===== src/rtl/pwad_pkg.sv =====
`default_nettype none
package pwad_pkg;

    localparam int HISTORY_DEPTH = 9;
    localparam int HIST_AW = (HISTORY_DEPTH > 1) ? $clog2(HISTORY_DEPTH) : 1;
    localparam int FILL_W = $clog2(HISTORY_DEPTH + 1);
    localparam int SUM_W = 32 + FILL_W;

    localparam int DIV_NW = 49;
    localparam int DIV_DW = 48;
    localparam int DIV_CW = 6;

    localparam int PADDR_W = 5;

    localparam logic [2:0] REG_PROP_GAIN   = 3'd0;
    localparam logic [2:0] REG_DERIV_GAIN  = 3'd1;
    localparam logic [2:0] REG_INTEG_GAIN  = 3'd2;
    localparam logic [2:0] REG_INTEG_LIMIT = 3'd3;
    localparam logic [2:0] REG_OUT_LIMIT   = 3'd4;

    localparam logic [1:0] STATUS_OK   = 2'd0;
    localparam logic [1:0] STATUS_HOLD = 2'd1;
    localparam logic [1:0] STATUS_NEG  = 2'd2;

    typedef logic signed [31:0] t_word;
    typedef logic [47:0] t_time;

    typedef struct packed {
        t_word       prop_gain;
        t_word       deriv_gain;
        t_word       integ_gain;
        logic [30:0] integral_limit;
        logic [30:0] output_limit;
    } t_cfg;

    function automatic logic [31:0] mag32(input logic signed [31:0] v);
        logic [31:0] r;
        r = v[31] ? (32'd0 - $unsigned(v)) : $unsigned(v);
        return r;
    endfunction

    // zero stays zero, anything at or past the limit pins to +/- limit
    function automatic t_word clamp_mag(input logic signed [49:0] v, input logic [30:0] lim);
        logic [49:0] m;
        t_word r;
        m = v[49] ? (50'd0 - $unsigned(v)) : $unsigned(v);
        if (v == 50'sd0) begin
            r = 32'sd0;
        end else if (m >= {19'd0, lim}) begin
            r = v[49] ? $signed(32'd0 - {1'b0, lim}) : $signed({1'b0, lim});
        end else begin
            r = v[31:0];
        end
        return r;
    endfunction

endpackage
`default_nettype wire


===== src/rtl/pwad_mul.sv =====
`default_nettype none
module pwad_mul (
    input  wire         i_clk,
    input  wire  [31:0] i_a,
    input  wire  [31:0] i_b,
    output logic [63:0] o_prod
);
    import pwad_pkg::*;

    logic [63:0] r_prod;

    assign o_prod = r_prod;

    always_ff @(posedge i_clk) begin
        r_prod <= {32'd0, i_a} * {32'd0, i_b};
    end
endmodule
`default_nettype wire


===== config.mk =====
export PLATFORM = sky130hd
export DESIGN_NAME = pwad_mul
export DESIGN_NICKNAME = d
export VERILOG_FILES = /design/src/rtl/pwad_pkg.sv /design/src/rtl/pwad_mul.sv
export SDC_FILE = /design/constraint.sdc
export NUM_CORES = 2
export LEC_CHECK = 0
export BUFFER_PORTS_ARGS = -buffer_cell sky130_fd_sc_hd__buf_2
export CORE_UTILIZATION = 25
export DETAILED_ROUTE_END_ITERATION = 7
export GPL_ROUTABILITY_DRIVEN = 0
export PLACE_DENSITY_LB_ADDON = 0.3
export SETUP_SLACK_MARGIN = 0.05
export SLEW_MARGIN = 15
export SYNTH_ARGS = -nofsm -noshare
export SYNTH_HDL_FRONTEND = slang
export SYNTH_SLANG_ARGS = --single-unit
export TNS_END_PERCENT = 1

===== constraint.sdc =====
create_clock -name i_clk -period 23.5 [get_ports i_clk]
set_clock_uncertainty 0.05 [all_clocks]
set_input_delay 3.525 -clock i_clk [delete_from_list [all_inputs] [get_ports i_clk]]
set_output_delay 3.525 -clock i_clk [all_outputs]
set_load 0.02 [all_outputs]

==> metrics.yaml <==
cts.sinks: 64
drt_iter0_drc: 1102
min_path_type: "primary input to flip-flop"
htreeDepth: 3
grt_pass1_vias: 26500
fmax_mhz: 87.1
grt_max_degree: 33
synthFlopType: "dfxtp_1"
dieArea_sq_um: 140000
tightest_slew_ns: 1.03
async_flop_share: 0
antenna_found_initial: 23
synth_seq_cells: 64
min-delay-start: "i_b[0]"
wirelength_um: 101000
final_cells: 5481
finalMaxSlewViolations: 0
cts.clk_slew.worst_paths_ns: 0.06
post_cts_buffers: 0
setup_viol: 0
use_met3: 0.0186
max_slew_margin: 0.317
yosysWarnings: 0
cp_slowest_cell: "buf_2"
path_buf_inv: 4
status: "finished clean"
syn-num-nets: 4972
firstDrtPassIters: 5
fp.dieH_um: 374
portBuffers: 128
dp_cells: 5461
drive_gt1_frac: 0.0464
holdBufCountCts: 0
drc: 0
syn_area_sq_um: 34700
critPathCaptureType: "flip-flop"
synth_edf_count: 0
cts_buffers: 9
grt_pass1_wl_um: 157000
syn_to_final_growth_pct: 7.04
critPathMaxFanout: 32
cpLargestDelayFamily: "adder cells"
start_util: 0.252
synth.avg_cell_area_sq_um: 9.25
cp_common_cell: "fa_1"
hold_viol_final: 0
num_vias: 24300
cp.arrival_ns: 11.75
fin_crit_sh: 0.489
rsz0062_at_grt: "no"
wl_per_cell_um: 18.3
core_sq_um: 137000
grt.met1_usage: 0.181
ant_nets: 0
clockRootBuffer: "clkbuf_16"
critPathMaxStageDelay_ns: 0.73
vias_per_cell: 4.44
met2_usage: 0.271
rows: 136
yosysUniqueCellTypes: 57
drv_cap: 0
period_needed_ns: 11.49
nNetsFinal: 4902
tns_ns: 0
netlist_instances: 3748
critPathLaunch: "i_b[24]"
cts_max_path_buffers: 2
crit_type: "primary input to flip-flop"
die_x_um: 374
top_usage_layer: "met2"
startpoint_type: "primary input"
largest_register_ff_count: 64
overflow: 0
cp.required_ns: 23.77
cts_resized: 0
cts_tree: "built"
crit_chain: "buf_2, nand2_1, fa_1, inv_1, fa_1, fa_1, fa_1, fa_1, fa_1, fa_1, inv_1, fa_1, inv_1, ha_1, nand4_1, or4_1, or3_1, a31oi_1, a31o_2, a211oi_1, o21ai_1, xor2_1"
ioPinCount: 129
hpwl_um: 81900
grt_use_total: 0.147
seq_area_frac_synth: 0.0369
## tightest hold or removal path, stage by stage
cell and delay [ns]:
buf_2 0.10, buf_4 0.25, and2_1 0.21
## layout make-up
class | instances | area, sq um
fill | 14800 | 100000
multi-input combinational | 2599 | 29300
inverter | 865 | 3250
tap | 1794 | 2240
sequential | 64 | 1280
timing repair buffer | 139 | 723
clock buffer | 13 | 280
clock inverter | 2 | 12.5
antenna | 5 | 12.5
## metrics by stage
stage               area [sq um]  setup slack [ns]  utilization  hold slack, ns
floorplan                  34700             13.17            -            3.60
CTS                        37100             12.15        0.270            3.67
global placement           36800             11.80        0.268            3.89
global route               37100             11.80        0.270            3.71
finish                     37100             12.01        0.270            3.71
detailed placement         36800             11.80        0.268            3.89
## cell families after synthesis
logic type,after synthesis,share of synthesized area
compound gates,202,0.0415
flops,64,0.0369
mux,1,0.000289
fa+ha+maj,1159,0.612
simple gates,1177,0.176
xor+xnor,60,0.0152
buf+inv,1085,0.118
## synthesized netlist by cell type (2+ instances only)
master      n  share of area
fa_1      896           0.52
inv_1     865          0.094
and2_1    602           0.11
nand2_1   480          0.052
ha_1      263          0.095
clkbuf_1  213          0.023
dfxtp_1    64          0.037
a21oi_1    63         0.0091
a21o_1     40         0.0087
xnor2_1    35         0.0088
xor2_1     25         0.0063
nand4_1    23         0.0041
o21ai_0    21         0.0030
nor2_1     20         0.0022
and3_1     14         0.0025
a31oi_1    12         0.0022
nand3_1    10         0.0014
o21bai_1   10         0.0022
o21a_1      9         0.0019
nor3_1      7         0.0010
buf_2       6        0.00087
o21ai_1     5        0.00072
a221o_1     4         0.0012
a211oi_1    3        0.00065
a21boi_1    3        0.00065
a21oi_2     3        0.00076
a221oi_4    3         0.0023
and4_1      3        0.00076
o221ai_1    3        0.00076
o31ai_4     3         0.0018
or2_2       3        0.00054
or3_1       3        0.00054
or4_1       3        0.00065
a311oi_1    2        0.00051
and3b_1     2        0.00051
nand2b_1    2        0.00036
nor2b_1     2        0.00036
o211ai_1    2        0.00043
o221a_2     2        0.00065
o31ai_1     2        0.00043
## final timing paths
kind | slack, ns | cells past startpoint | endpoint
worst max-delay path | 12.01 | 22 | o_prod[62]$_DFF_P_
worst min-delay path | 3.71 | 3 | o_prod[0]$_DFF_P_
## routing by layer
layer / share of wire / wire, um
met1: 0.41 / 40900
met2: 0.53 / 53200
met3: 0.036 / 3630
met4: 0.027 / 2720
met5: 0.00013 / 13
## cell usage in the layout (no fill, tap or decap), types with 35 or more instances in the layout
master and n:
a21o_1 40, a21oi_1 63, and2_1 602, buf_2 128, dfxtp_1 64, fa_1 896, ha_1 263, inv_1 865
nand2_1 480, xnor2_1 35
Power is not shown: default switching activity piles up to over one toggle a cycle in this logic, so the estimate is an artifact.
