## src/rtl/pwad_pkg.sv

```systemverilog
`default_nettype none
package pwad_pkg;

    localparam int HISTORY_DEPTH = 9;
    localparam int HIST_AW = (HISTORY_DEPTH > 1) ? $clog2(HISTORY_DEPTH) : 1;
    localparam int FILL_W = $clog2(HISTORY_DEPTH + 1);
    localparam int SUM_W = 32 + FILL_W;

    localparam int DIV_NW = 49;
    localparam int DIV_DW = 48;
    localparam int DIV_CW = 6;

    localparam int PADDR_W = 5;

    localparam logic [2:0] REG_PROP_GAIN   = 3'd0;
    localparam logic [2:0] REG_DERIV_GAIN  = 3'd1;
    localparam logic [2:0] REG_INTEG_GAIN  = 3'd2;
    localparam logic [2:0] REG_INTEG_LIMIT = 3'd3;
    localparam logic [2:0] REG_OUT_LIMIT   = 3'd4;

    localparam logic [1:0] STATUS_OK   = 2'd0;
    localparam logic [1:0] STATUS_HOLD = 2'd1;
    localparam logic [1:0] STATUS_NEG  = 2'd2;

    typedef logic signed [31:0] t_word;
    typedef logic [47:0] t_time;

    typedef struct packed {
        t_word       prop_gain;
        t_word       deriv_gain;
        t_word       integ_gain;
        logic [30:0] integral_limit;
        logic [30:0] output_limit;
    } t_cfg;

    function automatic logic [31:0] mag32(input logic signed [31:0] v);
        logic [31:0] r;
        r = v[31] ? (32'd0 - $unsigned(v)) : $unsigned(v);
        return r;
    endfunction

    // zero stays zero, anything at or past the limit pins to +/- limit
    function automatic t_word clamp_mag(input logic signed [49:0] v, input logic [30:0] lim);
        logic [49:0] m;
        t_word r;
        m = v[49] ? (50'd0 - $unsigned(v)) : $unsigned(v);
        if (v == 50'sd0) begin
            r = 32'sd0;
        end else if (m >= {19'd0, lim}) begin
            r = v[49] ? $signed(32'd0 - {1'b0, lim}) : $signed({1'b0, lim});
        end else begin
            r = v[31:0];
        end
        return r;
    endfunction

endpackage
`default_nettype wire

```

## src/rtl/pwad_div.sv

```systemverilog
`default_nettype none
module pwad_div (
    input  wire                         i_clk,
    input  wire                         i_rst_n,
    input  wire                         i_start,
    input  wire [pwad_pkg::DIV_NW-1:0]  i_num,
    input  wire [pwad_pkg::DIV_DW-1:0]  i_den,
    output logic                        o_done,
    output logic [pwad_pkg::DIV_NW-1:0] o_quo
);
    import pwad_pkg::*;

    logic              r_busy;
    logic              r_done;
    logic [DIV_CW-1:0] r_cnt;
    logic [DIV_NW-1:0] r_q;
    logic [DIV_DW-1:0] r_r;
    logic [DIV_DW-1:0] r_d;
    logic [DIV_DW:0]   rs;
    logic              fits;

    // restoring, one quotient bit per cycle
    assign rs = {r_r, r_q[DIV_NW-1]};
    assign fits = rs >= {1'b0, r_d};
    assign o_done = r_done;
    assign o_quo = r_q;

    always_ff @(posedge i_clk) begin
        if (!i_rst_n) begin
            r_busy <= 1'b0;
            r_done <= 1'b0;
            r_cnt <= '0;
        end else begin
            r_done <= 1'b0;
            if (i_start) begin
                r_busy <= 1'b1;
                r_cnt <= '0;
            end else if (r_busy) begin
                r_cnt <= r_cnt + 1'b1;
                if (r_cnt == DIV_CW'(DIV_NW - 1)) begin
                    r_busy <= 1'b0;
                    r_done <= 1'b1;
                end
            end
        end
    end

    always_ff @(posedge i_clk) begin
        if (i_start) begin
            r_q <= i_num;
            r_r <= '0;
            r_d <= i_den;
        end else if (r_busy) begin
            if (fits) begin
                r_r <= DIV_DW'(rs - {1'b0, r_d});
                r_q <= {r_q[DIV_NW-2:0], 1'b1};
            end else begin
                r_r <= rs[DIV_DW-1:0];
                r_q <= {r_q[DIV_NW-2:0], 1'b0};
            end
        end
    end
endmodule
`default_nettype wire

```

## config.mk

```make
export PLATFORM = sky130hd
export DESIGN_NAME = pwad_div
export DESIGN_NICKNAME = d
export VERILOG_FILES = /design/src/rtl/pwad_pkg.sv /design/src/rtl/pwad_div.sv
export SDC_FILE = /design/constraint.sdc
export NUM_CORES = 1
export LEC_CHECK = 0
export ABC_AREA = 1
export BUFFER_PORTS_ARGS = -buffer_cell sky130_fd_sc_hd__clkbuf_2
export CORE_MARGIN = 5
export CORE_UTILIZATION = 59
export DETAILED_ROUTE_END_ITERATION = 8
export PLACE_DENSITY_LB_ADDON = 0.25
export SLEW_MARGIN = 20
export SYNTH_ARGS = -nofsm -noshare
export SYNTH_HDL_FRONTEND = slang
export SYNTH_SLANG_ARGS = --single-unit
```

## constraint.sdc

```tcl
create_clock -name i_clk -period 3.95 [get_ports i_clk]
set_clock_uncertainty 0.2 [all_clocks]
set_input_delay 0 -clock i_clk [delete_from_list [all_inputs] [get_ports i_clk]]
set_output_delay 0 -clock i_clk [all_outputs]
set_load 0.01 [all_outputs]
```

==> impl_metrics.json, run 1 <==
{
  "die_area_um2": 20540,
  "yosys.area.top_type": "edfxtp_1",
  "worst_setup_path_end_kind": "flip-flop",
  "switching_share_pct": 29.47,
  "fin_crit_ns": 3.045,
  "utilization_pct": 75.12,
  "worstPathRequired_ns": 4.07,
  "routed_wl_um": 33490,
  "path_max_fanout": 26,
  "pwr-share-comb_pct": 14.4,
  "ioPinCount": 150,
  "p_leak_uw": 0.007083,
  "synth_edf_count": 97,
  "fillers": 1327,
  "regArea_um2": 4034,
  "clkPwrFrac_pct": 40.4,
  "cpPeakStageDelay_ns": 0.43,
  "r2r_slack_ns": 0.90,
  "grt_max_degree": 75,
  "dr.pass1.iters": 6,
  "cp_num_buf_inv": 3,
  "timing.final.max_slew_violations": 0,
  "antenna_found_initial": 0,
  "internal_power_uw": 2906,
  "syn-num-nets": 1728,
  "area_growth_pct": 24.30,
  "power.total_uw": 4121,
  "synth_top_area_share_pct": 27.77,
  "drtAntennaViolNets": 0,
  "ys_seq_area_share_pct": 38.46,
  "place.gp.congestion": 1.053,
  "maxSlewHeadroom_pct": 45.53,
  "setup_viol": 0,
  "avgSynthCellArea_um2": 6.651,
  "cp.depth": 16,
  "synthTopCellsByArea": "edfxtp_1 (28%), nand2_1 (24%), dfxtp_1 (11%)",
  "cts.clk_slew.worst_paths_ns": 0.07,
  "clk-insertion-delay-late_ns": 0.45,
  "ff2ff_path_depth": 16,
  "crit_chain": "inv_1 -> ha_1 -> nand2_1 -> inv_1 -> nand2_1 -> nor2_1 -> nand2_1 -> nor2_1 -> nand2_1 -> nand3_2 -> nor2_4 -> nand2_2 -> buf_12 -> nand2_1 -> nand3_1 -> o21ai_0",
  "cts_tree": "built",
  "finalSetupTns_ns": 0,
  "cts.path.max_buffers": 2,
  "grt.total_usage_pct": 33.72,
  "r2r_start": "r_d[32]",
  "ys_seq_elements": 153,
  "grt_overflow_total": 0,
  "run_status": "complete, no violations",
  "netlist_area_um2": 10490,
  "crit_family": "simple AND/OR/NAND/NOR gates",
  "wl_per_cell_um": 16.28,
  "fmax_ghz": 0.3284,
  "power_frac_seq_pct": 45.2,
  "io_buffers": 149,
  "final_layout_size_suffix_gt1_share_pct": 12.06,
  "maxCapViolations": 0,
  "power.density_nw_per_um2": 316.1,
  "clockRootBuffer": "clkbuf_16",
  "syn_inst": 1577,
  "min_period_over_period_pct": 77.10,
  "grt_setup_unrepaired": "no",
  "via_per_inst": 5.261,
  "dp_hpwl_um": 22640,
  "ys_types": 36,
  "cts_max_level": 4,
  "cts_buffers": 17,
  "num_vias": 10820,
  "hold_depth": 2,
  "p_switching_uw": 1214,
  "worst_setup_path_start_kind": "flip-flop",
  "antennaDiodeCount": 0,
  "yosysWarnings": 0,
  "dieHeight_um": 143.3,
  "reg2reg_to": "r_r[25]",
  "hold_viol": 0,
  "async_reset_ff_share_pct": 0,
  "first_global_vias": 10660,
  "hold_class": "input pin to flip-flop",
  "worst_slew_pin_slew_ns": 0.8170,
  "ys.flop_type": "edfxtp_1",
  "drtIter0Drc": 1103,
  "route.detailed.drc": 0,
  "coreArea_um2": 17360,
  "startpoint": "r_d[32]",
  "vdd.ir_drop.worst_uv": 320.1,
  "nets": 1970,
  "holdWs_ns": 0.07072,
  "grt_pass1_wl_um": 54190,
  "cts_sinks": 153,
  "crit_path_end": "r_r[25]",
  "crit_slowest_cell": "nand2_2",
  "fp.dieW_um": 143.3,
  "crit_top_cell": "nand2_1",
  "multi_input_area_um2": 5131,
  "initial_core_util_pct": 60.43,
  "rows": 48,
  "worst-setup-path-type": "flip-flop to flip-flop",
  "crit_arrival_ns": 3.16
}
[worst min path at each step]
stage / start / slack, ns / end
floorplan: i_den[0] / -0.10 / r_d[0]
global placement: i_den[37] / -0.02 / r_d[37]
detailed placement: i_den[19] / -0.02 / r_d[19]
CTS: i_den[30] / 0.05 / r_d[30]
global route: i_den[35] / 0.06 / r_d[35]
finish: i_den[35] / 0.07 / r_d[35]
[registers in the layout (all words and copies together), names as in the netlist]
name	flops
r_cnt	6
r_d	48
r_busy	1
o_quo	49
r_r	48
o_done	1
[Yosys cell counts, types with 2 or more instances]
master	instances
buf_1	3
nor2_4	3
nor2_1	89
nand3_2	2
a21oi_1	36
clkbuf_1	18
nand2_2	2
buf_2	7
edfxtp_1	97
buf_6	6
a31oi_1	2
dfxtp_1	56
nand3b_1	21
ha_1	50
inv_1	291
xnor2_1	22
nand4_1	13
o21a_1	4
nand2_1	662
nor3_1	14
nand3_1	120
nor2_2	5
o21ai_0	24
o21bai_1	6
inv_2	13
[cell families (layout without fill, tap and decap cells)]
group / count (synthesis) / after routing / synth area share, %
and+or+nand+nor: 936 / 936 / 36.90
buffers and inverters: 340 / 595 / 12.72
DFF: 153 / 153 / 38.46
AOI/OAI and AO/OA: 74 / 74 / 3.853
adders and majority gates: 51 / 51 / 6.155
xor gates and xnor gates: 23 / 23 / 1.921
[power groups by stage]
| stage | registers [uW] | logic, uW | clock network [uW] |
|---|---|---|---|
| floorplan | 1910 | 267 | 0 |
| global placement | 1890 | 477 | 0 |
| detailed placement | 1890 | 486 | 0 |
| CTS | 1860 | 566 | 1660 |
| global route | 1870 | 650 | 1740 |
| finish | 1860 | 593 | 1660 |
[worst reg2reg max path: cells and delay by family (launching register included)]
kind	cells	cell delay (ns)
flops	1	0.34
buf+inv	3	0.37
compound gates	1	0.09
fa+ha+maj	1	0.34
simple gates	11	1.57
[layout make-up]
class                           count  share of cell area (%)
Multi-Input combinational cell   1084                   39.36
Sequential cell                   153                   30.94
Timing Repair Buffer              258                   14.17
Inverter                          305                   8.781
Clock buffer                       17                   3.263
Tap cell                          225                   2.159
Clock inverter                     15                   1.334
[cell usage in the layout (no fill, tap or decap), types with 36 or more instances in the layout]
cell,count
nor2_1,87
nand2_1,662
dfxtp_1,56
clkbuf_2,148
dlygate4sd3_1,99
a21oi_1,36
ha_1,50
edfxtp_1,97
nand3_1,120
inv_1,291
[timing repair]
item | 4_1_cts | 5_1_grt
hold buffers | 99 | 0
setup buffers | 0 | 0
gates resized for setup | 0 | 0
endpoints found under the hold margin | 127 | 0
[layer usage]
metal	vias up	part of all wire [%]	GRT usage [%]
met5	-	0	0
met3	101	7.3	5.557
met4	0	3.7	13.28
met1	4873	42	45.08
met2	511	47	55.14
li1	5336	-	-
[stage by stage]
step	std cells	worst slack, ns	instance area (um2)
2_1_floorplan	1577	1.208	10490
3_3_place_gp	1925	1.074	11420
3_5_place_dp	1925	1.037	11420
4_1_cts	2056	0.9316	13010
5_1_grt	2057	0.6823	13040
6_report	2057	0.9046	13040
(Power assumes the default switching activity.)
==> inputs of run 2 (changes only) <==
Clock period 3.95 ns to 2.97 ns, I/O delays scaled along.
==> impl_metrics.json, run 2 (synthesis results as in run 1) <==
{
  "dieHeight_um": 143.3,
  "fillers": 1311,
  "clkPwrFrac_pct": 40.9,
  "timing.final.max_slew_violations": 0,
  "r2r_start": "o_quo[48]",
  "antennaDiodeCount": 0,
  "largest_reg_flops": 49,
  "fin_crit_ns": 2.795,
  "dr.pass1.iters": 7,
  "ff2ff_path_depth": 15,
  "num_vias": 10860,
  "vdd.ir_drop.worst_uv": 496.8,
  "cts_buffers": 17,
  "fmax_ghz": 0.3577,
  "fp.dieW_um": 143.3,
  "crit_top_cell": "nand2_1",
  "worst-setup-path-type": "flip-flop to flip-flop",
  "routed_wl_um": 33550,
  "hold_depth": 2,
  "final_layout_size_suffix_gt1_share_pct": 12.49,
  "holdWs_ns": 0.06531,
  "grt_max_degree": 74,
  "first_global_vias": 10620,
  "wl_per_cell_um": 16.24,
  "drtAntennaViolNets": 0,
  "initial_core_util_pct": 60.43,
  "cts_sinks": 153,
  "via_per_inst": 5.257,
  "antenna_found_initial": 0,
  "clockRootBuffer": "clkbuf_16",
  "worst_setup_path_start_kind": "flip-flop",
  "route.detailed.drc": 0,
  "drtIter0Drc": 1090,
  "grt_setup_unrepaired": "no",
  "hold_end": "r_d[47]",
  "worst_setup_path_end_kind": "flip-flop",
  "reg2reg_to": "r_r[34]",
  "r2r_slack_ns": 0.17,
  "cts_max_level": 4,
  "worstPathRequired_ns": 3.11,
  "power.total_uw": 5539,
  "maxCapViolations": 0,
  "cts.path.max_buffers": 2,
  "cts_tree": "built",
  "grt.total_usage_pct": 33.31,
  "run_status": "complete, no violations",
  "power_frac_seq_pct": 44.8,
  "ioPinCount": 150,
  "layout_common_cells": "nand2_1 (662), inv_1 (291), clkbuf_2 (148)",
  "cpPeakStageDelay_ns": 0.43,
  "grt_overflow_total": 0,
  "crit_chain": "inv_1 -> ha_1 -> fa_1 -> inv_1 -> nand2_1 -> nand3_1 -> nand2_1 -> nand2_1 -> nand2_1 -> nand2_1 -> nand2_1 -> nand3_1 -> nand3_1 -> nand2_1 -> nand2_1",
  "finalSetupTns_ns": 0,
  "coreArea_um2": 17360,
  "crit_arrival_ns": 2.94,
  "clk-insertion-delay-late_ns": 0.45,
  "p_switching_uw": 1598,
  "maxSlewHeadroom_pct": 46.20,
  "min_period_over_period_pct": 94.12,
  "grt_pass1_wl_um": 53740,
  "layout_commonest_cell": "nand2_1",
  "area_growth_pct": 24.86,
  "path_max_fanout": 4,
  "rows": 48,
  "io_buffers": 149,
  "nets": 1979,
  "switching_share_pct": 28.84,
  "place.gp.congestion": 1.042,
  "die_area_um2": 20540,
  "hold_class": "input pin to flip-flop",
  "hold_start": "i_den[47]",
  "p_leak_uw": 0.007127,
  "power.density_nw_per_um2": 422.9,
  "dp_hpwl_um": 22500,
  "crit_slowest_cell": "fa_1",
  "cts.clk_slew.worst_paths_ns": 0.07,
  "worst_slew_pin_slew_ns": 0.8070,
  "hold_viol": 0,
  "post_cts_buffers": 0,
  "internal_power_uw": 3941,
  "setup_viol": 0,
  "pwr-share-comb_pct": 14.3
}
[run 2: cell types whose count changed in the layout (fill, tap and decap cells not counted), sizes merged]
cell | previous run | this run
bufinv | 0 | 1
buf | 11 | 20
clkinv | 10 | 5
clkinvlp | 0 | 1
inv | 310 | 313
[run 2: worst max-delay path, delay by kind of cell, from the launching register on]
| family | cells | cell delay, ns |
|---|---|---|
| DFF | 1 | 0.39 |
| adders and majority gates | 2 | 0.67 |
| and+or+nand+nor | 11 | 1.26 |
| buffers and inverters | 2 | 0.18 |
[run 2: power groups by stage]
stage / Combinational, uW / Sequential [uW] / Clock [uW]
5_1_grt: 866 / 2490 / 2350
4_1_cts: 759 / 2470 / 2260
6_report: 795 / 2480 / 2260
2_1_floorplan: 355 / 2540 / 0
3_5_place_dp: 651 / 2520 / 0
3_3_place_gp: 637 / 2510 / 0
[run 2: metrics by stage]
stage | instance area (um2) | util (%) | setup WS, ns | instances
after CTS | 13090 | 75.41 | 0.1660 | 2066
final | 13100 | 75.45 | 0.1746 | 2066
after floorplan | 10490 | - | 0.2276 | 1577
after detailed placement | 11490 | 66.23 | 0.1946 | 1935
after global routing | 13100 | 75.45 | 0.01008 | 2066
after global placement | 11490 | 66.23 | 0.2752 | 1935
[run 2: repair_timing]
item                       CTS  global route
hold endpoints to repair   117             0
setup endpoints to repair    0            44
resized for setup            0             2
hold buffers                99             0
[run 2: worst max path at each step]
stage              start  endpoint  cells past startpoint
2_1_floorplan     r_busy  o_quo[0]                      3
3_3_place_gp     r_d[36]   r_r[33]                     15
3_5_place_dp     r_d[36]   r_r[45]                     15
4_1_cts          r_d[36]   r_r[11]                     13
5_1_grt          r_d[19]   r_r[45]                     17
6_report       o_quo[48]   r_r[34]                     15
[run 2: area by class of cell]
type | count | area, um2 | share of cell area (%)
timing repair buffer | 267 | 1902 | 14.52
inverter | 305 | 1145 | 8.742
clock inverter | 15 | 177.7 | 1.357
multi-input combinational | 1084 | 5131 | 39.18
sequential | 153 | 4034 | 30.80
tap | 225 | 281.5 | 2.150
clock buffer | 17 | 425.4 | 3.248
[run 2: layer usage]
| layer | up-vias | GRT usage (%) | share of wire (%) |
|---|---|---|---|
| met4 | 0 | 12.24 | 3.3 |
| met1 | 4874 | 44.52 | 42 |
| li1 | 5351 | - | - |
| met5 | - | 0 | 0 |
| met3 | 93 | 6.090 | 7.6 |
| met2 | 542 | 54.53 | 47 |
