--- src/rtl/pwad_pkg.sv ---
`default_nettype none
package pwad_pkg;

    localparam int HISTORY_DEPTH = 9;
    localparam int HIST_AW = (HISTORY_DEPTH > 1) ? $clog2(HISTORY_DEPTH) : 1;
    localparam int FILL_W = $clog2(HISTORY_DEPTH + 1);
    localparam int SUM_W = 32 + FILL_W;

    localparam int DIV_NW = 49;
    localparam int DIV_DW = 48;
    localparam int DIV_CW = 6;

    localparam int PADDR_W = 5;

    localparam logic [2:0] REG_PROP_GAIN   = 3'd0;
    localparam logic [2:0] REG_DERIV_GAIN  = 3'd1;
    localparam logic [2:0] REG_INTEG_GAIN  = 3'd2;
    localparam logic [2:0] REG_INTEG_LIMIT = 3'd3;
    localparam logic [2:0] REG_OUT_LIMIT   = 3'd4;

    localparam logic [1:0] STATUS_OK   = 2'd0;
    localparam logic [1:0] STATUS_HOLD = 2'd1;
    localparam logic [1:0] STATUS_NEG  = 2'd2;

    typedef logic signed [31:0] t_word;
    typedef logic [47:0] t_time;

    typedef struct packed {
        t_word       prop_gain;
        t_word       deriv_gain;
        t_word       integ_gain;
        logic [30:0] integral_limit;
        logic [30:0] output_limit;
    } t_cfg;

    function automatic logic [31:0] mag32(input logic signed [31:0] v);
        logic [31:0] r;
        r = v[31] ? (32'd0 - $unsigned(v)) : $unsigned(v);
        return r;
    endfunction

    // zero stays zero, anything at or past the limit pins to +/- limit
    function automatic t_word clamp_mag(input logic signed [49:0] v, input logic [30:0] lim);
        logic [49:0] m;
        t_word r;
        m = v[49] ? (50'd0 - $unsigned(v)) : $unsigned(v);
        if (v == 50'sd0) begin
            r = 32'sd0;
        end else if (m >= {19'd0, lim}) begin
            r = v[49] ? $signed(32'd0 - {1'b0, lim}) : $signed({1'b0, lim});
        end else begin
            r = v[31:0];
        end
        return r;
    endfunction

endpackage
`default_nettype wire

--- src/rtl/pwad_regs.sv ---
`default_nettype none
module pwad_regs (
    input  wire                          i_clk,
    input  wire                          i_rst_n,
    input  wire                          psel,
    input  wire                          penable,
    input  wire                          pwrite,
    input  wire [pwad_pkg::PADDR_W-1:0]  paddr,
    input  wire [31:0]                   pwdata,
    output logic [31:0]                  prdata,
    output logic                         pready,
    output pwad_pkg::t_cfg               o_cfg
);
    import pwad_pkg::*;

    t_cfg r_cfg;
    logic [2:0] idx;

    assign idx = paddr[PADDR_W-1:2];
    assign pready = 1'b1;
    assign o_cfg = r_cfg;

    always_ff @(posedge i_clk) begin
        if (!i_rst_n) begin
            r_cfg <= '0;
        end else if (psel && penable && pwrite) begin
            unique case (idx)
                REG_PROP_GAIN:   r_cfg.prop_gain <= pwdata;
                REG_DERIV_GAIN:  r_cfg.deriv_gain <= pwdata;
                REG_INTEG_GAIN:  r_cfg.integ_gain <= pwdata;
                REG_INTEG_LIMIT: r_cfg.integral_limit <= pwdata[30:0];
                REG_OUT_LIMIT:   r_cfg.output_limit <= pwdata[30:0];
                default: ;
            endcase
        end
    end

    always_comb begin
        unique case (idx)
            REG_PROP_GAIN:   prdata = r_cfg.prop_gain;
            REG_DERIV_GAIN:  prdata = r_cfg.deriv_gain;
            REG_INTEG_GAIN:  prdata = r_cfg.integ_gain;
            REG_INTEG_LIMIT: prdata = {1'b0, r_cfg.integral_limit};
            REG_OUT_LIMIT:   prdata = {1'b0, r_cfg.output_limit};
            default:         prdata = 32'd0;
        endcase
    end
endmodule
`default_nettype wire

--- config.mk ---
export PLATFORM = sky130hd
export DESIGN_NAME = pwad_regs
export DESIGN_NICKNAME = d
export VERILOG_FILES = /design/src/rtl/pwad_pkg.sv /design/src/rtl/pwad_regs.sv
export SDC_FILE = /design/constraint.sdc
export NUM_CORES = 1
export LEC_CHECK = 0
export ABC_AREA = 1
export CELL_PAD_IN_SITES_DETAIL_PLACEMENT = 1
export CELL_PAD_IN_SITES_GLOBAL_PLACEMENT = 2
export CORE_MARGIN = 4
export CORE_UTILIZATION = 35
export DETAILED_ROUTE_END_ITERATION = 8
export DONT_BUFFER_PORTS = 1
export PLACE_DENSITY_LB_ADDON = 0.1
export SLEW_MARGIN = 40
export SYNTH_ARGS = -nofsm -noshare
export SYNTH_HDL_FRONTEND = slang
export SYNTH_SLANG_ARGS = --single-unit
--- constraint.sdc ---
create_clock -name i_clk -period 3.1 [get_ports i_clk]
set_input_delay 0.465 -clock i_clk [delete_from_list [all_inputs] [get_ports i_clk]]
set_output_delay 0.465 -clock i_clk [all_outputs]
set_load 0.05 [all_outputs]
==> flow_summary.ini, run 1 <==
[floorplanning]
die_w_um = 156
die_height_um = 156
initial_utilization_pct = 35.4
io_pins = 233
core_sq_um = 21800
design.die.area_sq_um = 24400
rows = 54

[timing]
rsz0062_at_grt = false
post-route-period-util_pct = 75.7
finalMaxSlewViolations = 0
relSlewSlack_pct = 56.0
setup_violations = 0
hold_violations = 0
fin_tns_setup_ns = 0
fin_skew_ns = 0
period_minus_slack_ns = 2.35
fin_ws_ns = 0.752
worst_pin_slew_ns = 0.660
fmax_ghz = 0.426
hold_slack_ns = 0.163

[global_routing]
antenna_found_initial = 0
grt_overflow = 0
grt_pass1_wl_um = 47300
grt_pass1_vias = 7670
grtUsageTotal_pct = 25.0
grt_start_max_net_pins = 159

[clock_network]
root_buffer = clkbuf_16
worstSkewPairLatency_ns = 0.42
cts_buffers = 17
post-cts-setup-buffers = 0
cts_tree = built
cts_resized = 0
htreeDepth = 4
ctsLongestPathBuffers = 2
clk_pin_slew_ns = 0.06
cts_sinks = 158
postCtsHoldBufs = 0

[finish]
largest_reg_flops = 158
antenna_cells = 0
fin_util_pct = 41.9
fin_nets = 1249
areaGrowthSynthToFinish_pct = 18.3
drive_gt1_share_pct = 8.28
fillers = 2791

[critical_path]
cp-start-kind = input pin
cp-end-kind = output pin
cp.required_ns = 2.63
crit_chain = inv_2 -> buf_4 -> nand2_1 -> nor2_1 -> nor2_1 -> nand2_1 -> buf_12
critPathKind = input pin to output pin
worstPathArrival_ns = 1.88
critPathMaxFanout = 37
critical-path-max-stage-delay_ns = 0.50
crit_slowest_cell = buf_4

[routing]
drtIter0Drc = 444
ant_nets = 0
routed_wl_um = 30900
vias = 7811
vias_per_cell = 5.21
drc = 0
first_pass_iters = 5
wl_per_cell_um = 20.6

[yosys]
syn-num-nets = 1270
syn_area_per_cell_sq_um = 6.27
ys_ff_latch = 158
ys_types = 16
yosysWarnings = 0
syn_inst = 1228
syn_area_sq_um = 7700
synth-seq-area-share_pct = 41.1

[worst_hold_path]
hp-class = input pin to register

[power]
p_leak_nw = 3.98
ir_drop_uv = 371
power.total_w = 0.00479
pwr_density_cell_nw_per_um2 = 525

[place]
routabilityCongestion = 0.839
port_buffers = 0
hpwl_um = 20700
pre_cts_slack_ns = 0.743

[flow_run]
max_cap_viol_count = 0

[outcome]
status = finished clean
==> where the power goes <==
part,total [W],switching (W),internal (W),leakage [nW]
Sequential,0.00218,0.000121,0.00206,1.28
Clock,0.00229,0.000913,0.00138,0.297
Combinational,0.000318,0.000226,0.0000915,2.41
==> per-layer routing <==
metal / up-vias / part of all wire, % / GRT usage (%)
met3: 27 / 8.6 / 8.60
li1: 3829 / - / -
met1: 3736 / 44 / 32.6
met4: 0 / 1.5 / 5.95
met2: 219 / 46 / 40.0
met5: - / 0 / 0
==> cell usage after synthesis <==
master / number / share of area, %
buf_1: 20 / 0.97
buf_2: 57 / 3.7
buf_4: 11 / 1.1
buf_6: 1 / 0.15
clkbuf_1: 7 / 0.34
conb_1: 1 / 0.049
dfxtp_1: 158 / 41
inv_1: 35 / 1.7
inv_2: 3 / 0.15
nand2_1: 323 / 16
nand3_1: 221 / 14
nand3_4: 1 / 0.23
nand4_1: 31 / 2.5
nor2_1: 349 / 17
nor2_2: 8 / 0.65
nor2_4: 2 / 0.29
==> kinds of logic (layout without fill, tap and decap cells) <==
logic type    Yosys count  after routing  share of synthesized area [%]
simple gates          935            935                           50.8
flops                 158            158                           41.1
buf+inv               134            126                           8.09
other cells             1              1                         0.0487
==> worst paths after layout <==
kind	depth (start not counted)	slack, ns	start	to
worst min register to register	2	0.74	o_cfg[89]$_SDFFE_PN0P_	o_cfg[89]$_SDFFE_PN0P_
worst max-delay path	7	0.75	paddr[4]	prdata[19]
worst max register to register	2	2.08	o_cfg[102]$_SDFFE_PN0P_	o_cfg[102]$_SDFFE_PN0P_
worst min-delay path	2	0.16	i_rst_n	o_cfg[71]$_SDFFE_PN0P_
==> stage by stage <==
stage	area, sq um	std cells
2_1_floorplan	7700	1228
3_3_place_gp	8480	1468
3_5_place_dp	8480	1468
4_1_cts	9110	1500
5_1_grt	9110	1500
6_report	9110	1500
==> area by class of cell <==
| type | instances | area [sq um] | area share [%] |
|---|---|---|---|
| clock buffers | 20 | 447 | 4.90 |
| well taps | 280 | 350 | 3.84 |
| multi-input cells | 936 | 3960 | 43.5 |
| repair buffers | 56 | 858 | 9.42 |
| flip-flops and latches | 158 | 3160 | 34.7 |
| clock inverters | 12 | 186 | 2.05 |
| inverters | 38 | 145 | 1.59 |
==> cell usage in the layout, fill, tap and decap left out, types with 2 or more instances in the layout <==
cell / count
inv_1: 35
clkbuf_1: 2
clkinvlp_4: 3
buf_12: 35
inv_2: 2
nor2_1: 348
bufinv_16: 4
dfxtp_1: 158
clkbuf_16: 17
nand2_1: 323
nand4_1: 31
nor2_4: 11
buf_4: 21
clkinv_4: 4
nand3_1: 221
==> critical path, delay by kind of cell <==
kind	cells	cell delay (ns)
buf+inv	3	0.84
simple gates	4	0.56
Power figures use the tool's default switching activity.
==> inputs of run 2 (changes only) <==
- CORE_UTILIZATION: 35 -> 32
- clock period: 3.1 -> 2.2 ns (I/O delays scaled with it)
==> flow_summary.ini, run 2 (synthesized netlist as in run 1, its figures left out) <==
[timing]
fin_skew_ns = 0
fmax_ghz = 0.535
period_minus_slack_ns = 1.87
post-route-period-util_pct = 85.0
setup_violations = 0
hold_violations = 0
fin_tns_setup_ns = 0
rsz0062_at_grt = false
finalMaxSlewViolations = 0

[power]
pwr_density_cell_nw_per_um2 = 638
ir_drop_uv = 486
power.total_w = 0.00662
p_leak_nw = 4.84

[routing]
routed_wl_um = 33200
wl_per_cell_um = 19.5
first_pass_iters = 4
vias = 8458
drtIter0Drc = 413
drc = 0
ant_nets = 0
vias_per_cell = 4.98

[clock_network]
clk_pin_slew_ns = 0.07
cts_sinks = 158
htreeDepth = 4
cts_buffers = 17
postCtsHoldBufs = 0
cts_tree = built
cts_resized = 0
ctsLongestPathBuffers = 2
post-cts-setup-buffers = 0
root_buffer = clkbuf_16
worstSkewPairLatency_ns = 0.42

[floorplanning]
design.die.area_sq_um = 26600
rows = 56
die_height_um = 163
initial_utilization_pct = 32.7
io_pins = 233
die_w_um = 163
core_sq_um = 23500

[finish]
final_common_cell = nor2_1
fin_nets = 1408
drive_gt1_share_pct = 18.9
areaGrowthSynthToFinish_pct = 34.8
final_cell_area_sq_um = 10400
largest_reg_flops = 158
antenna_cells = 0
fin_util_pct = 44.1
final_cell_mix = 348 x nor2_1, 323 x nand2_1, 221 x nand3_1, 174 x buf_4, 158 x dfxtp_1

[global_routing]
grt_start_max_net_pins = 159
grt_overflow = 0
grt_pass1_vias = 8283
antenna_found_initial = 0
grt_pass1_wl_um = 50600
grtUsageTotal_pct = 24.7

[critical_path]
cp-end-kind = output pin
critPathLaunch = o_cfg[134]$_SDFFE_PN0P_
cp-start-kind = register
cp.required_ns = 1.87
worstPathArrival_ns = 1.54
critPathMaxFanout = 3
rr_startpoint = o_cfg[61]$_SDFFE_PN0P_
critPathKind = register to output pin
worst_r2r_path_depth = 3

[worst_hold_path]
hold_start = i_rst_n
holdPathStages = 2
hp-class = input pin to register

[outcome]
status = finished clean

[flow_run]
max_cap_viol_count = 0

[place]
placed_area_sq_um = 9800
port_buffers = 0
hpwl_um = 22300
routabilityCongestion = 0.818
-- run 2: changes by cell type in the layout (fill, tap and decap cells not counted), sizes merged --
cell	previous run	this run
inv	39	41
buf	56	215
clkinvlp	3	4
clkinv	4	3
bufinv	4	2
-- run 2: where the power goes --
group / switching, W / internal [W] / total (W) / leakage [nW]
sequential: 0.0000135 / 0.00290 / 0.00291 / 1.28
clock: 0.00132 / 0.00171 / 0.00303 / 0.273
combinational: 0.000497 / 0.000186 / 0.000683 / 3.29
-- run 2: worst paths after layout --
kind / to / slack [ns]
setup / recovery: prdata[8] / 0.33
hold / removal: o_cfg[38]$_SDFFE_PN0P_ / 0.04
setup reg to reg: o_cfg[61]$_SDFFE_PN0P_ / 1.39
hold reg to reg: o_cfg[24]$_SDFFE_PN0P_ / 0.68
-- run 2: metrics by stage --
step	hold WS (ns)	instances	setup WS [ns]
after CTS	0.0222	1698	0.300
final	0.0376	1698	0.330
after global routing	0.00346	1698	0.211
after global placement	0.475	1666	0.503
after floorplan	0.573	1228	0.395
after detailed placement	0.477	1666	0.469
-- run 2: cell type report --
cell class | instances | area, sq um
repair buffers | 215 | 2130
well taps | 319 | 399
fillers | 3059 | 13200
clock buffers | 20 | 447
inverters | 38 | 145
flip-flops and latches | 158 | 3160
clock inverters | 12 | 135
multi-input cells | 936 | 3960
-- run 2: routing by layer --
metal  track usage [%]  share of wire (%)  vias to the layer above
li1                  -                  -                     4146
met1              31.4                 43                     4068
met2              41.1                 47                      217
met3              7.75                7.8                       27
met4              5.72                1.6                        0
met5                 0                  0                        -
-- run 2: worst max-delay path, cell delays in order (launching register included) --
cell and delay [ns]:
dfxtp_1 0.30, buf_4 0.19, nand3_1 0.10, nand2_1 0.09, nor2_1 0.15, nand2_1 0.12
buf_12 0.16
==> inputs of run 3 (changes only) <==
==> constraint.sdc (replaced) <==
create_clock -name i_clk -period 2.2 [get_ports i_clk]
set_input_delay 0.22 -clock i_clk [delete_from_list [all_inputs] [get_ports i_clk]]
set_output_delay 0.22 -clock i_clk [all_outputs]
set_load 0.05 [all_outputs]
==> flow_summary.ini, run 3 (synthesized netlist as in run 1, its figures left out) <==
[critical_path]
critPathKind = input pin to register
cp-start-kind = input pin
cp-end-kind = register
worstPathArrival_ns = 2.17
critPathMaxFanout = 66
cp.required_ns = 2.52

[global_routing]
grt_pass1_wl_um = 51700
grt_pass1_vias = 8578
grt_use_met2_pct = 41.4
grt.met3_usage_pct = 7.37
grt_start_max_net_pins = 105
grtUsageTotal_pct = 25.1
grt-busiest-layer = met2
grt_overflow = 0
antenna_found_initial = 0
met1_usage_pct = 32.1

[finish]
final_cells = 1735
antenna_cells = 0
areaGrowthSynthToFinish_pct = 40.9
largest_reg_flops = 158
drive_gt1_share_pct = 17.2
fin_nets = 1445
final_common_cell = nor2_1
final_cell_mix = 348 x nor2_1, 323 x nand2_1, 221 x nand3_1, 158 x dfxtp_1, 157 x buf_4

[clock_network]
cts_sinks = 158
htreeDepth = 4
postCtsHoldBufs = 55
post-cts-setup-buffers = 0
cts_tree = built
worstSkewPairLatency_ns = 0.42
clk_pin_slew_ns = 0.07
cts_buffers = 17
ctsLongestPathBuffers = 2
root_buffer = clkbuf_16
cts_resized = 0

[place]
hpwl_um = 21800
port_buffers = 0
routabilityCongestion = 0.800
pre_cts_slack_ns = 0.382
dp_cells = 1648

[power]
ir_drop_uv = 412
power_frac_seq_pct = 42.0
p_sw_share_pct = 26.8
combPwrFrac_pct = 11.2
pwr-share-clk_pct = 46.8
internal_power_w = 0.00509
power.total_w = 0.00696
p_leak_nw = 5.00
switchingPower_w = 0.00187
pwr_density_cell_nw_per_um2 = 641

[timing]
period_minus_slack_ns = 1.84
relSlewSlack_pct = 62.3
rsz0062_at_grt = false
fin_skew_ns = 0
fin_ws_ns = 0.359
post-route-period-util_pct = 83.7
fin_tns_setup_ns = 0
setup_violations = 0
finalMaxSlewViolations = 0
hold_slack_ns = 0.0730
hold_violations = 0
worst_pin_slew_ns = 0.565
fmax_ghz = 0.543

[routing]
ant_nets = 0
drtIter0Drc = 450
routed_wl_um = 33500
drc = 0
vias_per_cell = 4.96
first_pass_iters = 4
wl_per_cell_um = 19.3
vias = 8605

[outcome]
status = finished clean

[floorplanning]
core_sq_um = 23500
initial_utilization_pct = 32.7
die_w_um = 163
die_height_um = 163
design.die.area_sq_um = 26600
io_pins = 233
rows = 56

[flow_run]
max_cap_viol_count = 0

[worst_hold_path]
hp-class = input pin to register
[run 3: cell types whose count changed in the layout (fill, tap and decap cells not counted), sizes merged]
cell,delta
bufinv,+2
buf,-17
dlygate4sd3,+54
clkinvlp,-1
clkinv,+1
inv,-2
[run 3: worst paths after layout]
check / start / cells after the start / endpoint / slack [ns]
max: paddr[4] / 9 / o_cfg[97]$_SDFFE_PN0P_ / 0.36
min: pwdata[31] / 4 / o_cfg[125]$_SDFFE_PN0P_ / 0.07
min reg2reg: o_cfg[60]$_SDFFE_PN0P_ / 3 / o_cfg[60]$_SDFFE_PN0P_ / 0.68
max reg2reg: o_cfg[63]$_SDFFE_PN0P_ / 2 / o_cfg[63]$_SDFFE_PN0P_ / 1.20
[run 3: per-stage QoR]
| stage | area (sq um) | util, % |
|---|---|---|
| floorplan | 7700 | - |
| global placement | 9650 | 41.0 |
| detailed placement | 9650 | 41.0 |
| CTS | 10900 | 46.1 |
| global route | 10900 | 46.1 |
| finish | 10900 | 46.1 |
[run 3: power groups by stage]
stage	registers (W)	clock network, W	logic, W
2_1_floorplan	0.00311	0	0.000378
3_3_place_gp	0.00299	0	0.000656
3_5_place_dp	0.00299	0	0.000663
4_1_cts	0.00292	0.00334	0.000777
5_1_grt	0.00293	0.00346	0.000840
6_report	0.00293	0.00326	0.000776
[run 3: worst max-delay path, stage by stage]
cell and delay (ns):
inv_2 0.06, buf_12 0.34, nand2_1 0.21, nor2_4 0.23, buf_4 0.30, nand3_1 0.12
nand2_1 0.08, dlygate4sd3_1 0.54, nor2_1 0.04
[run 3: area by class of cell]
| cell class | count | area [sq um] |
|---|---|---|
| repair buffers | 252 | 2550 |
| flip-flops and latches | 158 | 3160 |
| inverters | 38 | 145 |
| clock buffers | 20 | 447 |
| multi-input cells | 936 | 3960 |
| well taps | 319 | 399 |
| clock inverters | 12 | 186 |
| fillers | 3072 | 12700 |
[run 3: routing by layer]
layer / vias to the layer above / routed length [um]
li1: 4218 / -
met1: 4164 / 14500
met2: 194 / 16000
met3: 29 / 2360
met4: 0 / 634
met5: - / 0
